[src/sv/sgr_pkg.sv]
// Shared types and constants for the stream group reverser.
package sgr_pkg;

  localparam int MAX_GROUP_DEF = 16;
  localparam int WORD_BITS_DEF = 32;

  localparam int CFG_W = 5;
  localparam logic [CFG_W-1:0] GROUP_SIZE_RESET = 5'd4;

  typedef struct packed {
    logic bank;
    logic reverse;
    logic eol;
  } cmd_flags_t;

  typedef struct packed {
    logic valid;
    logic bank;
  } bank_release_t;

endpackage

[src/sv/stream_group_reverser.sv]
// Stream group reverser top level: stream ports, front end, command queue, back end.
//
// Words arrive on the s_ side and fill one of two banks of MAX_GROUP words. Once the
// bank holds group_size words it is drained newest first; an end of list that finds a
// partial group drains it in arrival order. m_tlast marks the last word of each run and
// m_tuser the last word of the list. The front end takes at most one word per cycle while
// the back end drains the other bank through its single read port; a bank frees only
// when its last word is read. The first word of a run passes through the command queue,
// the back end's run registers, its read register and the output register to m_tvalid;
// s_tready drops while the bank to be filled next is still draining. The group size
// register is 5 bits, reset 4; zero acts as one and values above MAX_GROUP as MAX_GROUP.
module stream_group_reverser #(
  parameter int MAX_GROUP = sgr_pkg::MAX_GROUP_DEF,
  parameter int WORD_BITS = sgr_pkg::WORD_BITS_DEF
) (
  input  logic                          clk,
  input  logic                          rst,
  input  logic                          cfg_wr_en,
  input  logic [sgr_pkg::CFG_W-1:0]     cfg_wr_data,
  input  logic                          s_tvalid,
  output logic                          s_tready,
  input  logic [((WORD_BITS+7)/8)*8-1:0] s_tdata,   // word_value
  input  logic                          s_tlast,   // end_of_list
  output logic                          m_tvalid,
  input  logic                          m_tready,
  output logic [((WORD_BITS+7)/8)*8-1:0] m_tdata,   // out_value
  output logic                          m_tlast,   // run_last
  output logic [0:0]                    m_tuser    // list_last
);

  localparam int CNT_W  = $clog2(MAX_GROUP + 1);
  localparam int IDX_W  = (MAX_GROUP > 1) ? $clog2(MAX_GROUP) : 1;
  localparam int TD_W   = ((WORD_BITS + 7) / 8) * 8;
  localparam int FLAG_W = $bits(sgr_pkg::cmd_flags_t);
  localparam int CMD_W  = FLAG_W + CNT_W;

  logic                   wr_en;
  logic [IDX_W:0]         wr_addr;
  logic [WORD_BITS-1:0]   wr_data;
  logic                   cmd_push;
  logic                   cmd_push_ready;
  sgr_pkg::cmd_flags_t    front_flags;
  logic [CNT_W-1:0]       front_count;
  logic                   cmd_valid;
  logic                   cmd_pop;
  logic [CMD_W-1:0]       cmd_data;
  sgr_pkg::cmd_flags_t    back_flags;
  logic [CNT_W-1:0]       back_count;
  sgr_pkg::bank_release_t release_bank;
  logic [WORD_BITS-1:0]   out_value;
  logic                   out_list_last;

  sgr_front #(
    .MAX_GROUP (MAX_GROUP),
    .WORD_BITS (WORD_BITS),
    .CNT_W     (CNT_W),
    .IDX_W     (IDX_W)
  ) u_front (
    .clk         (clk),
    .rst         (rst),
    .cfg_wr_en   (cfg_wr_en),
    .cfg_wr_data (cfg_wr_data),
    .in_valid    (s_tvalid),
    .in_ready    (s_tready),
    .in_word     (s_tdata[WORD_BITS-1:0]),
    .in_eol      (s_tlast),
    .wr_en       (wr_en),
    .wr_addr     (wr_addr),
    .wr_data     (wr_data),
    .cmd_valid   (cmd_push),
    .cmd_ready   (cmd_push_ready),
    .cmd_flags   (front_flags),
    .cmd_count   (front_count),
    .release_in  (release_bank)
  );

  sgr_cmd_fifo #(
    .DATA_W (CMD_W)
  ) u_cmd_fifo (
    .clk        (clk),
    .rst        (rst),
    .push       (cmd_push),
    .push_ready (cmd_push_ready),
    .push_data  ({front_flags, front_count}),
    .pop_valid  (cmd_valid),
    .pop        (cmd_pop),
    .pop_data   (cmd_data)
  );

  assign back_flags = sgr_pkg::cmd_flags_t'(cmd_data[CMD_W-1:CNT_W]);
  assign back_count = cmd_data[CNT_W-1:0];

  sgr_back #(
    .MAX_GROUP (MAX_GROUP),
    .WORD_BITS (WORD_BITS),
    .CNT_W     (CNT_W),
    .IDX_W     (IDX_W)
  ) u_back (
    .clk           (clk),
    .rst           (rst),
    .wr_en         (wr_en),
    .wr_addr       (wr_addr),
    .wr_data       (wr_data),
    .cmd_valid     (cmd_valid),
    .cmd_pop       (cmd_pop),
    .cmd_flags     (back_flags),
    .cmd_count     (back_count),
    .release_out   (release_bank),
    .out_valid     (m_tvalid),
    .out_ready     (m_tready),
    .out_value     (out_value),
    .out_run_last  (m_tlast),
    .out_list_last (out_list_last)
  );

  assign m_tdata    = TD_W'(out_value);
  assign m_tuser[0] = out_list_last;

endmodule

[src/sv/sgr_front.sv]
// Front end: accepts words, fills the ping-pong banks and issues drain commands.
module sgr_front #(
  parameter int MAX_GROUP = sgr_pkg::MAX_GROUP_DEF,
  parameter int WORD_BITS = sgr_pkg::WORD_BITS_DEF,
  parameter int CNT_W     = $clog2(MAX_GROUP + 1),
  parameter int IDX_W     = (MAX_GROUP > 1) ? $clog2(MAX_GROUP) : 1
) (
  input  logic                    clk,
  input  logic                    rst,
  input  logic                    cfg_wr_en,
  input  logic [sgr_pkg::CFG_W-1:0] cfg_wr_data,
  input  logic                    in_valid,
  output logic                    in_ready,
  input  logic [WORD_BITS-1:0]    in_word,
  input  logic                    in_eol,
  output logic                    wr_en,
  output logic [IDX_W:0]          wr_addr,
  output logic [WORD_BITS-1:0]    wr_data,
  output logic                    cmd_valid,
  input  logic                    cmd_ready,
  output sgr_pkg::cmd_flags_t     cmd_flags,
  output logic [CNT_W-1:0]        cmd_count,
  input  sgr_pkg::bank_release_t  release_in
);

  localparam int LIM_W = (CNT_W > sgr_pkg::CFG_W) ? CNT_W : sgr_pkg::CFG_W;
  localparam logic [LIM_W-1:0] MAX_LIM = LIM_W'(MAX_GROUP);

  logic [sgr_pkg::CFG_W-1:0] group_size;
  logic [CNT_W-1:0]          fill;
  logic                      bank;
  logic [1:0]                busy;
  logic [1:0]                busy_next;

  logic [LIM_W-1:0] size_ext;
  logic [LIM_W-1:0] limit;
  logic [CNT_W-1:0] fill_inc;
  logic             accept;
  logic             full_group;
  logic             emit;

  always_comb begin
    size_ext = LIM_W'(group_size);
    if (size_ext == '0) begin
      limit = LIM_W'(1);
    end else if (size_ext > MAX_LIM) begin
      limit = MAX_LIM;
    end else begin
      limit = size_ext;
    end
  end

  assign in_ready   = !busy[bank] && cmd_ready;
  assign accept     = in_valid && in_ready;
  assign fill_inc   = fill + CNT_W'(1);
  assign full_group = LIM_W'(fill_inc) >= limit;
  assign emit       = accept && (full_group || in_eol);

  assign wr_en   = accept;
  assign wr_addr = {bank, fill[IDX_W-1:0]};
  assign wr_data = in_word;

  assign cmd_valid         = emit;
  assign cmd_flags.bank    = bank;
  assign cmd_flags.reverse = full_group;
  assign cmd_flags.eol     = in_eol;
  assign cmd_count         = fill_inc;

  always_comb begin
    busy_next = busy;
    if (emit) begin
      busy_next[bank] = 1'b1;
    end
    if (release_in.valid) begin
      busy_next[release_in.bank] = 1'b0;
    end
  end

  always_ff @(posedge clk) begin
    if (rst) begin
      group_size <= sgr_pkg::GROUP_SIZE_RESET;
    end else if (cfg_wr_en) begin
      group_size <= cfg_wr_data;
    end
  end

  always_ff @(posedge clk) begin
    if (rst) begin
      fill <= '0;
      bank <= 1'b0;
      busy <= 2'b00;
    end else begin
      if (accept) begin
        if (emit) begin
          fill <= '0;
          bank <= !bank;
        end else begin
          fill <= fill_inc;
        end
      end
      busy <= busy_next;
    end
  end

endmodule

[src/sv/sgr_cmd_fifo.sv]
// Two-entry command queue between the front and back ends.
module sgr_cmd_fifo #(
  parameter int DATA_W = 8
) (
  input  logic              clk,
  input  logic              rst,
  input  logic              push,
  output logic              push_ready,
  input  logic [DATA_W-1:0] push_data,
  output logic              pop_valid,
  input  logic              pop,
  output logic [DATA_W-1:0] pop_data
);

  logic [DATA_W-1:0] entry [2];
  logic              wr_ptr;
  logic              rd_ptr;
  logic [1:0]        count;

  logic do_push;
  logic do_pop;

  assign push_ready = (count != 2'd2);
  assign pop_valid  = (count != 2'd0);
  assign pop_data   = entry[rd_ptr];
  assign do_push    = push && push_ready;
  assign do_pop     = pop && pop_valid;

  always_ff @(posedge clk) begin
    if (do_push) begin
      entry[wr_ptr] <= push_data;
    end
  end

  always_ff @(posedge clk) begin
    if (rst) begin
      wr_ptr <= 1'b0;
      rd_ptr <= 1'b0;
      count  <= 2'd0;
    end else begin
      if (do_push) begin
        wr_ptr <= !wr_ptr;
      end
      if (do_pop) begin
        rd_ptr <= !rd_ptr;
      end
      unique case ({do_push, do_pop})
        2'b10:   count <= count + 2'd1;
        2'b01:   count <= count - 2'd1;
        default: count <= count;
      endcase
    end
  end

endmodule

[src/sv/sgr_back.sv]
// Back end: holds the bank memory and drains runs to the output register.
module sgr_back #(
  parameter int MAX_GROUP = sgr_pkg::MAX_GROUP_DEF,
  parameter int WORD_BITS = sgr_pkg::WORD_BITS_DEF,
  parameter int CNT_W     = $clog2(MAX_GROUP + 1),
  parameter int IDX_W     = (MAX_GROUP > 1) ? $clog2(MAX_GROUP) : 1
) (
  input  logic                   clk,
  input  logic                   rst,
  input  logic                   wr_en,
  input  logic [IDX_W:0]         wr_addr,
  input  logic [WORD_BITS-1:0]   wr_data,
  input  logic                   cmd_valid,
  output logic                   cmd_pop,
  input  sgr_pkg::cmd_flags_t    cmd_flags,
  input  logic [CNT_W-1:0]       cmd_count,
  output sgr_pkg::bank_release_t release_out,
  output logic                   out_valid,
  input  logic                   out_ready,
  output logic [WORD_BITS-1:0]   out_value,
  output logic                   out_run_last,
  output logic                   out_list_last
);

  localparam int DEPTH = 2 << IDX_W;

  logic [WORD_BITS-1:0] mem [DEPTH];

  logic             active;
  logic             bank;
  logic             reverse;
  logic             eol;
  logic [CNT_W-1:0] left;
  logic [IDX_W-1:0] pos;

  logic                 rd_valid;
  logic                 rd_run_last;
  logic                 rd_list_last;
  logic [WORD_BITS-1:0] rd_data;

  logic issue;
  logic last_issue;
  logic move;

  assign move       = rd_valid && (!out_valid || out_ready);
  assign issue      = active && (!rd_valid || move);
  assign last_issue = issue && (left == CNT_W'(1));
  assign cmd_pop    = cmd_valid && (!active || last_issue);

  assign release_out.valid = last_issue;
  assign release_out.bank  = bank;

  always_ff @(posedge clk) begin
    if (wr_en) begin
      mem[wr_addr] <= wr_data;
    end
    if (issue) begin
      rd_data <= mem[{bank, pos}];
    end
  end

  always_ff @(posedge clk) begin
    if (rst) begin
      active <= 1'b0;
    end else if (cmd_pop) begin
      active <= 1'b1;
    end else if (last_issue) begin
      active <= 1'b0;
    end
  end

  always_ff @(posedge clk) begin
    if (cmd_pop) begin
      bank    <= cmd_flags.bank;
      reverse <= cmd_flags.reverse;
      eol     <= cmd_flags.eol;
      left    <= cmd_count;
      if (cmd_flags.reverse) begin
        pos <= IDX_W'(cmd_count - CNT_W'(1));
      end else begin
        pos <= '0;
      end
    end else if (issue) begin
      left <= left - CNT_W'(1);
      if (reverse) begin
        pos <= pos - IDX_W'(1);
      end else begin
        pos <= pos + IDX_W'(1);
      end
    end
  end

  always_ff @(posedge clk) begin
    if (rst) begin
      rd_valid <= 1'b0;
    end else if (issue) begin
      rd_valid <= 1'b1;
    end else if (move) begin
      rd_valid <= 1'b0;
    end
  end

  always_ff @(posedge clk) begin
    if (issue) begin
      rd_run_last  <= last_issue;
      rd_list_last <= last_issue && eol;
    end
  end

  always_ff @(posedge clk) begin
    if (rst) begin
      out_valid <= 1'b0;
    end else if (move) begin
      out_valid <= 1'b1;
    end else if (out_ready) begin
      out_valid <= 1'b0;
    end
  end

  always_ff @(posedge clk) begin
    if (move) begin
      out_value     <= rd_data;
      out_run_last  <= rd_run_last;
      out_list_last <= rd_list_last;
    end
  end

endmodule
[config.mk]
export PLATFORM = sky130hd
export DESIGN_NAME = stream_group_reverser
export DESIGN_NICKNAME = d
export VERILOG_FILES = /design/src/sv/sgr_pkg.sv /design/src/sv/stream_group_reverser.sv /design/src/sv/sgr_front.sv /design/src/sv/sgr_cmd_fifo.sv /design/src/sv/sgr_back.sv
export SDC_FILE = /design/constraint.sdc
export NUM_CORES = 1
export LEC_CHECK = 0
export ABC_AREA = 1
export BUFFER_PORTS_ARGS = -buffer_cell sky130_fd_sc_hd__buf_2
export CORE_UTILIZATION = 40
export DETAILED_ROUTE_END_ITERATION = 8
export PLACE_DENSITY_LB_ADDON = 0.25
export SYNTH_ARGS = -nofsm -noshare
export SYNTH_HDL_FRONTEND = slang
export SYNTH_SLANG_ARGS = --single-unit
[constraint.sdc]
create_clock -name clk -period 3 [get_ports clk]
set_input_delay 0.6 -clock clk [delete_from_list [all_inputs] [get_ports clk]]
set_output_delay 0.6 -clock clk [all_outputs]
set_load 0.01 [all_outputs]
Yosys cells after proc, flatten, opt, wreduce, memory -nomap -nowiden
Memory sizes are Yosys's and may differ from the RTL's. A register that Yosys moved wholly into a read port is not among the register bits.
Cells that the tools add are included.
{"block": "totals", "ff_bits": 68, "ramBits": 1040, "inputBits": 43, "output_inout_bits": 36, "memories": 2}
{"block": "classes", "add_sub_neg": 7, "order_cmp": 6, "eq_ne": 4, "n_mux": 30, "bitwise": 3, "reduce_logical": 31}
{"name": "u_back.mem", "depth": 32, "width": 32, "read_ports": 1, "rd_clocked_by_memory_dff": 1, "wr": 1, "line_no": "sgr_back.sv:27", "text": "logic [WORD_BITS-1:0] mem [DEPTH];"}
{"name": "u_cmd_fifo.entry", "depth": 2, "width": 8, "read_ports": 1, "rd_clocked_by_memory_dff": 1, "wr": 1, "line_no": "sgr_cmd_fifo.sv:15", "text": "logic [DATA_W-1:0] entry [2];"}
{"cell": "$mux W5", "n": 5}
{"cell": "$mux W1", "n": 16}
{"cell": "$mux W4", "n": 4}
{"cell": "$logic_and A1 B1 Y1", "n": 12}
{"cell": "$reduce_bool A2 Y1", "n": 6}
{"cell": "$sub A4 B1 Y4 const B", "n": 2}
{"cell": "$logic_not A1 Y1", "n": 7}
{"cell": "$add A5 B1 Y5 const B", "n": 1}
{"cell": "$eq A5 B1 Y1 const B", "n": 1}
{"cell": "$ge A5 B5 Y1", "n": 1}
{"cell": "$gt A5 B5 Y1 const B", "n": 1}
{"cell": "$logic_not A5 Y1", "n": 1}
{"cell": "$sub A5 B1 Y5 const B", "n": 1}
{"cell": "$add A4 B1 Y4 const B", "n": 1}
{"cell": "$logic_or A1 B1 Y1", "n": 4}
{"cell": "$lt A1 B2 Y1 const B", "n": 2}
{"cell": "$mux W2", "n": 2}
{"cell": "$pmux W2 S2", "n": 1}
{"cell": "$add A2 B1 Y2 const B", "n": 1}
{"cell": "$and A2 B2 Y2", "n": 1}
{"cell": "$demux W1 S1", "n": 2}
{"cell": "$eq A2 B1 Y1 const B", "n": 1}
{"cell": "$eq A2 B2 Y1 const B", "n": 1}
{"cell": "$ge A1 B1 Y1 const B", "n": 2}
{"cell": "other kinds (5)", "n": 5}

Longest topological paths before layout
{"block": "depth", "ltp_word": 11, "ltp_mapped": 17, "depth_no_buf": 17}

Hierarchy
From an unflattened synthesis, not the netlist that was laid out.
{"block": "hier_totals", "hier_cells": 3865, "hier_area_um2": 46130.5}
{"module": "sgr_back", "n_inst": 1, "cells_each": 3659, "area_per_inst_um2": 44251.2}
{"module": "sgr_front", "n_inst": 1, "cells_each": 143, "area_per_inst_um2": 1022.2}
{"module": "sgr_cmd_fifo", "n_inst": 1, "cells_each": 63, "area_per_inst_um2": 857.1}

Worst setup path before layout
No wires, ideal clock.
{"block": "synth_path", "path_type": "register -> register", "startpoint": "register u_front.bank", "endpoint": "memory u_back.mem[11][0] (netlist name), enable pin", "setup_time_ns": 0.421, "t_arrival_ns": 2.460, "path_slack_ns": 0.119, "path_stages_with_launch": 9, "path_buffers": 2, "path_cell_list": "dfxtp_1 > buf_4 > inv_2 > nand2_1 > nand3_1 > nor2_2 > buf_6 > nand2_2 > nor2_1"}
{"block": "synth_via", "elab_chain_cells": 7}
{"item": "from (decl)", "line_no": "sgr_front.sv:31", "text": "logic bank;"}
{"item": "from (signal assigned)", "line_no": "sgr_front.sv:96", "text": "bank <= !bank;"}
{"item": "$mux W1 (implied by the code) (2 in series)", "line_no": "sgr_front.sv:53", "text": "assign in_ready = !busy[bank] && cmd_ready;"}
{"item": "$logic_not A1 Y1", "line_no": "sgr_front.sv:53"}
{"item": "$logic_and A1 B1 Y1", "line_no": "sgr_front.sv:53"}
{"item": "$logic_and A1 B1 Y1", "line_no": "sgr_front.sv:54", "text": "assign accept = in_valid && in_ready;"}
{"item": "$mux W1", "line_no": "sgr_back.sv:54", "text": "if (wr_en) begin"}
{"item": "$mux W1 (implied by the code)", "line_no": "sgr_back.sv:55", "text": "mem[wr_addr] <= wr_data;"}
{"item": "to (decl)", "line_no": "sgr_back.sv:27"}
Parallel ways exist; a longest one is shown, timed or not. The select of a mux whose other input is x is not followed.

Final worst setup path
{"block": "layout_path", "startpoint": "register u_front.fill[0]", "endpoint": "register u_cmd_fifo.count[1]"}
{"block": "layout_via", "elab_chain_cells": 7, "elab_cells_between_ends": 9, "cone_classes": "1 x add/sub; 1 x order compare; 2 x eq/ne; 1 x mux; 4 x reduce/logical"}
{"item": "from (decl)", "line_no": "sgr_front.sv:30", "text": "logic [CNT_W-1:0] fill;"}
{"item": "from (signal assigned)", "line_no": "sgr_front.sv:98", "text": "fill <= fill_inc;"}
{"item": "$add A5 B1 Y5 (*)", "line_no": "sgr_front.sv:55", "text": "assign fill_inc = fill + CNT_W'(1);"}
{"item": "via front_count[4]", "line_no": "stream_group_reverser.sv:43", "text": "logic [CNT_W-1:0] front_count;"}
{"item": "$ge A5 B5 Y1 (*)", "line_no": "sgr_front.sv:56", "text": "assign full_group = LIM_W'(fill_inc) >= limit;"}
{"item": "$logic_or A1 B1 Y1 (*)", "line_no": "sgr_front.sv:57", "text": "assign emit = accept && (full_group || in_eol);"}
{"item": "$logic_and A1 B1 Y1 (*)", "line_no": "sgr_front.sv:57"}
{"item": "$logic_and A1 B1 Y1 (*)", "line_no": "sgr_cmd_fifo.sv:26", "text": "assign do_push = push && push_ready;"}
{"item": "$eq A2 B1 Y1 or $eq A2 B2 Y1 (tied branches)", "line_no": "sgr_cmd_fifo.sv:47", "text": "unique case ({do_push, do_pop})"}
{"item": "$pmux W2 S2 or $reduce_bool A2 Y1 (tied branches)"}
{"item": "to (signal assigned)", "line_no": "sgr_cmd_fifo.sv:48", "text": "2'b10: count <= count + 2'd1;"}
{"item": "to (signal assigned)", "line_no": "sgr_cmd_fifo.sv:49", "text": "2'b01: count <= count - 2'd1;"}
{"item": "to (signal assigned)", "line_no": "sgr_cmd_fifo.sv:50", "text": "default: count <= count;"}
{"item": "to (decl)", "line_no": "sgr_cmd_fifo.sv:18", "text": "logic [1:0] count;"}
Mark *: on every way through the listed nets, which the timed path passes. The rest lies on a longest branch.
A chain may end at the register's enable or synchronous reset.

==> flow_metrics.tcl <==
set metrics [dict create \
    critPathTopFamily "simple AND/OR/NAND/NOR gates" \
    h-tree-depth 3 \
    pre_cts_slack_ns 0.416 \
    worst_slew_margin_rel 0.424 \
    required_ns 3.58 \
    power_frac_comb 0.323 \
    drt_iter0_markers 2930 \
    grt_remaining_overflow 0 \
    die_h_um 342 \
    p_seq_frac 0.387 \
    p_sw_frac 0.360 \
    ctsResizeCount 0 \
    endpoint "u_cmd_fifo.count[1]$_SDFFE_PP0P_" \
    intPower_uw 31800 \
    numPortBuffers 78 \
    dr.pass1.iters 5 \
    critPathBufInv 0 \
    cellPowerDensity_mw_per_mm2 945 \
    p_switching_uw 17900 \
    start_util 0.404 \
    synth_area_per_cell_sq_um 12.0 \
    rsz0062_at_grt "no" \
    coreArea_sq_mm 0.114 \
    grt_pass1_wl_mm 191 \
    drive_above_1_share 0.105 \
    reg2reg_from "u_front.fill[0]$_SDFFE_PP0P_" \
    synth_area_sq_mm 0.0461 \
    yosysUniqueCellTypes 30 \
    setup_ws_ns 0.349 \
    hold_viol_final 0 \
    dieArea_sq_mm 0.117 \
    synth_nets 3899 \
    worstSetupStartpoint "u_front.fill[0]$_SDFFE_PP0P_" \
    r2r-end "u_cmd_fifo.count[1]$_SDFFE_PP0P_" \
    ios 79 \
    routed_wl_mm 132 \
    num_vias 29700 \
    rows 124 \
    pwr-share-clk 0.291 \
    status "complete, no violations" \
    reg2regPathDepth 13 \
    setup-violations-final 0 \
    drcViolationCount 0 \
    cp-start-kind "flop" \
    crit_chain "ha_1 -> nand3_1 -> xnor2_1 -> ha_1 -> a21oi_1 -> nand2_1 -> nor2_1 -> nand2_1 -> nand2_1 -> ha_1 -> nor2_1 -> and3_1 -> nor3_1" \
    worstSetupPathType "flop to flop" \
    ys_seq_area_frac 0.738 \
    hpwl_mm 68.2 \
    worstMarginPinSlew_ns 0.864 \
    ctsHoldBuffers 0 \
    cp_slowest_cell "dfxtp_1" \
    ys_seq_elements 1141 \
    drv_cap 0 \
    p_leak_uw 0.0192 \
    nNetsFinal 3999 \
    syn2layout_area_growth_pct 14.1 \
    crit_cells 13 \
    path_clk_slew_ns 0.06 \
    first_global_vias 27900 \
    viasPerCell 5.34 \
    clock_sinks 1141 \
    ant_nets 0 \
    wire_per_inst_um 23.7 \
    r2r_slack_ns 0.35 \
    antenna_found_initial 12 \
    endpoint_kind "flop" \
    fin_skew_ns 0.0287 \
    slew_viol_final 0 \
    fmax_mhz 377 \
    ir_worst_vdd_mv 0.930 \
    cts_root_buffer "clkbuf_16" \
    post-route-util 0.460 \
    cts_tree "done" \
    critPathArrivalTime_ns 3.23 \
    yosys_warnings 0 \
    syn_inst 3840 \
    clk_latency_ns 0.71 \
    cts_setup_buffers 0 \
    cts_buffer_depth 3 \
    min_period_ns 2.65 \
    grtUsageTotal 0.224 \
    min_path_type "primary input to flop" \
    grt_max_degree 116 \
    setup_tns_ns 0 \
    die_w_um 342 \
    fin_crit_sh 0.884 \
    gp_congestion 0.784 \
    slowest_delay_ns 0.41 \
    path_max_fanout 6 \
    cts_buffers 114 \
]
-- per-stage QoR --
stage	total power, uW	std cells	area [sq um]	hold WS [ns]
2_1_floorplan	30400	3840	46100	0.400
4_1_cts	49900	5552	52600	0.0784
6_report	49800	5554	52600	0.110
3_5_place_dp	35500	5336	48800	0.405
3_3_place_gp	35400	5336	48800	0.401
5_1_grt	52200	5552	52600	0.111
-- registers in the layout, summed over array words and instances, names as in the netlist, 2 cells and up, named ones only --
register and cells:
u_back.mem 1024, u_front.group_size 5, u_front.busy 2, u_cmd_fifo.entry 16
u_cmd_fifo.count 2, u_back.out_value 32, u_back.pos 4, u_front.fill 5
u_back.rd_data 32, u_back.left 5
-- routing by layer --
metal	share of wire	vias to the layer above	track usage
li1	-	13600	-
met1	0.43	14800	0.311
met2	0.48	1063	0.368
met3	0.068	230	0.0305
met4	0.025	10	0.0630
met5	0.00053	-	0
-- worst min path at each step --
stage,startpoint,end,slack [ns],depth (start not counted)
global route,cfg_wr_data[3],u_front.group_size[3]$_SDFFE_PP0P_,0.11,3
detailed placement,u_back.rd_data[27]$_DFFE_PP_,u_back.out_value[27]$_DFFE_PP_,0.41,0
floorplan,u_back.rd_list_last$_DFFE_PP_,u_back.out_list_last$_DFFE_PP_,0.40,0
global placement,u_back.rd_data[27]$_DFFE_PP_,u_back.out_value[27]$_DFFE_PP_,0.40,0
CTS,cfg_wr_data[3],u_front.group_size[3]$_SDFFE_PP0P_,0.08,3
finish,cfg_wr_data[3],u_front.group_size[3]$_SDFFE_PP0P_,0.11,3
-- worst register-to-register path, delay by kind of cell, from the launching register on --
kind | cells | cell delay, ns
AOI/OAI and AO/OA | 1 | 0.17
DFF | 1 | 0.41
and+or+nand+nor | 8 | 0.92
xor gates and xnor gates | 1 | 0.21
adders and majority gates | 3 | 0.81
-- logic make-up (layout without fill, tap and decap cells) --
| family | after synthesis | after routing | share of synthesized area |
|---|---|---|---|
| compound gates | 38 | 38 | 0.00418 |
| xor+xnor | 9 | 9 | 0.00171 |
| fa+ha+maj | 16 | 16 | 0.00450 |
| buf+inv | 270 | 470 | 0.0369 |
| flops | 1141 | 1141 | 0.738 |
| mux | 2 | 2 | 0.000434 |
| other cells | 0 | 2 | 0 |
| simple gates | 2364 | 2364 | 0.214 |
-- area by class of cell --
| class | count | area [sq um] |
|---|---|---|
| fill | 10300 | 61700 |
| timing repair buffer | 209 | 2060 |
| sequential | 1141 | 34100 |
| inverter | 45 | 199 |
| clock buffer | 140 | 3010 |
| clock inverter | 76 | 773 |
| antenna | 2 | 5.00 |
| tap | 1512 | 1890 |
| multi-input combinational | 2429 | 10600 |
-- power by group through the flow --
stage	combinational [uW]	sequential, uW	clock (uW)
after CTS	16000	19200	14600
final	16100	19200	14500
after global routing	17700	19300	15200
after global placement	15900	19500	0
after detailed placement	16000	19600	0
after floorplan	11200	19200	0
-- synthesized netlist by cell type, drive strengths merged --
cell / count / area share
a21oi: 18 / 0.0020
and3: 1 / 0.00014
buf: 203 / 0.031
clkbuf: 22 / 0.0018
dfxtp: 21 / 0.0091
edfxtp: 1120 / 0.73
fa: 1 / 0.00043
ha: 15 / 0.0041
inv: 45 / 0.0038
mux2i: 2 / 0.00043
nand2: 1507 / 0.12
nand3: 789 / 0.086
nand4: 2 / 0.00027
nor2: 59 / 0.0049
nor3: 2 / 0.00022
nor3b: 1 / 0.00016
o21ai: 19 / 0.0021
o21bai: 1 / 0.00016
or2: 3 / 0.00041
xnor2: 5 / 0.00095
xor2: 4 / 0.00076
-- cells in the final DEF, fill, tap and decap left out, types with 2 or more instances in the layout --
cell type / netlist / routed
clkbuf_1: 22 / 22
buf_12: 0 / 55
clkinv_2: 0 / 25
ha_1: 15 / 15
o21ai_1: 7 / 7
nor2_1: 58 / 26
bufinv_16: 0 / 14
nand2_2: 2 / 2
inv_1: 41 / 38
clkinvlp_4: 0 / 7
clkbuf_8: 0 / 2
nand2_1: 1505 / 1505
dfxtp_1: 21 / 21
o21ai_0: 12 / 12
clkinv_8: 0 / 3
or2_2: 3 / 3
diode_2: 0 / 2
xor2_1: 4 / 4
edfxtp_1: 1120 / 1120
nand3_1: 789 / 789
mux2i_1: 2 / 2
inv_16: 0 / 2
buf_4: 30 / 76
clkinv_1: 0 / 25
inv_2: 3 / 3
inv_6: 0 / 2
xnor2_1: 5 / 5
nor3_1: 2 / 2
nor2_4: 0 / 32
a21oi_1: 18 / 17
nand4_1: 2 / 2
buf_2: 93 / 78
clkbuf_16: 0 / 116
Power figures use the tool's default switching activity.
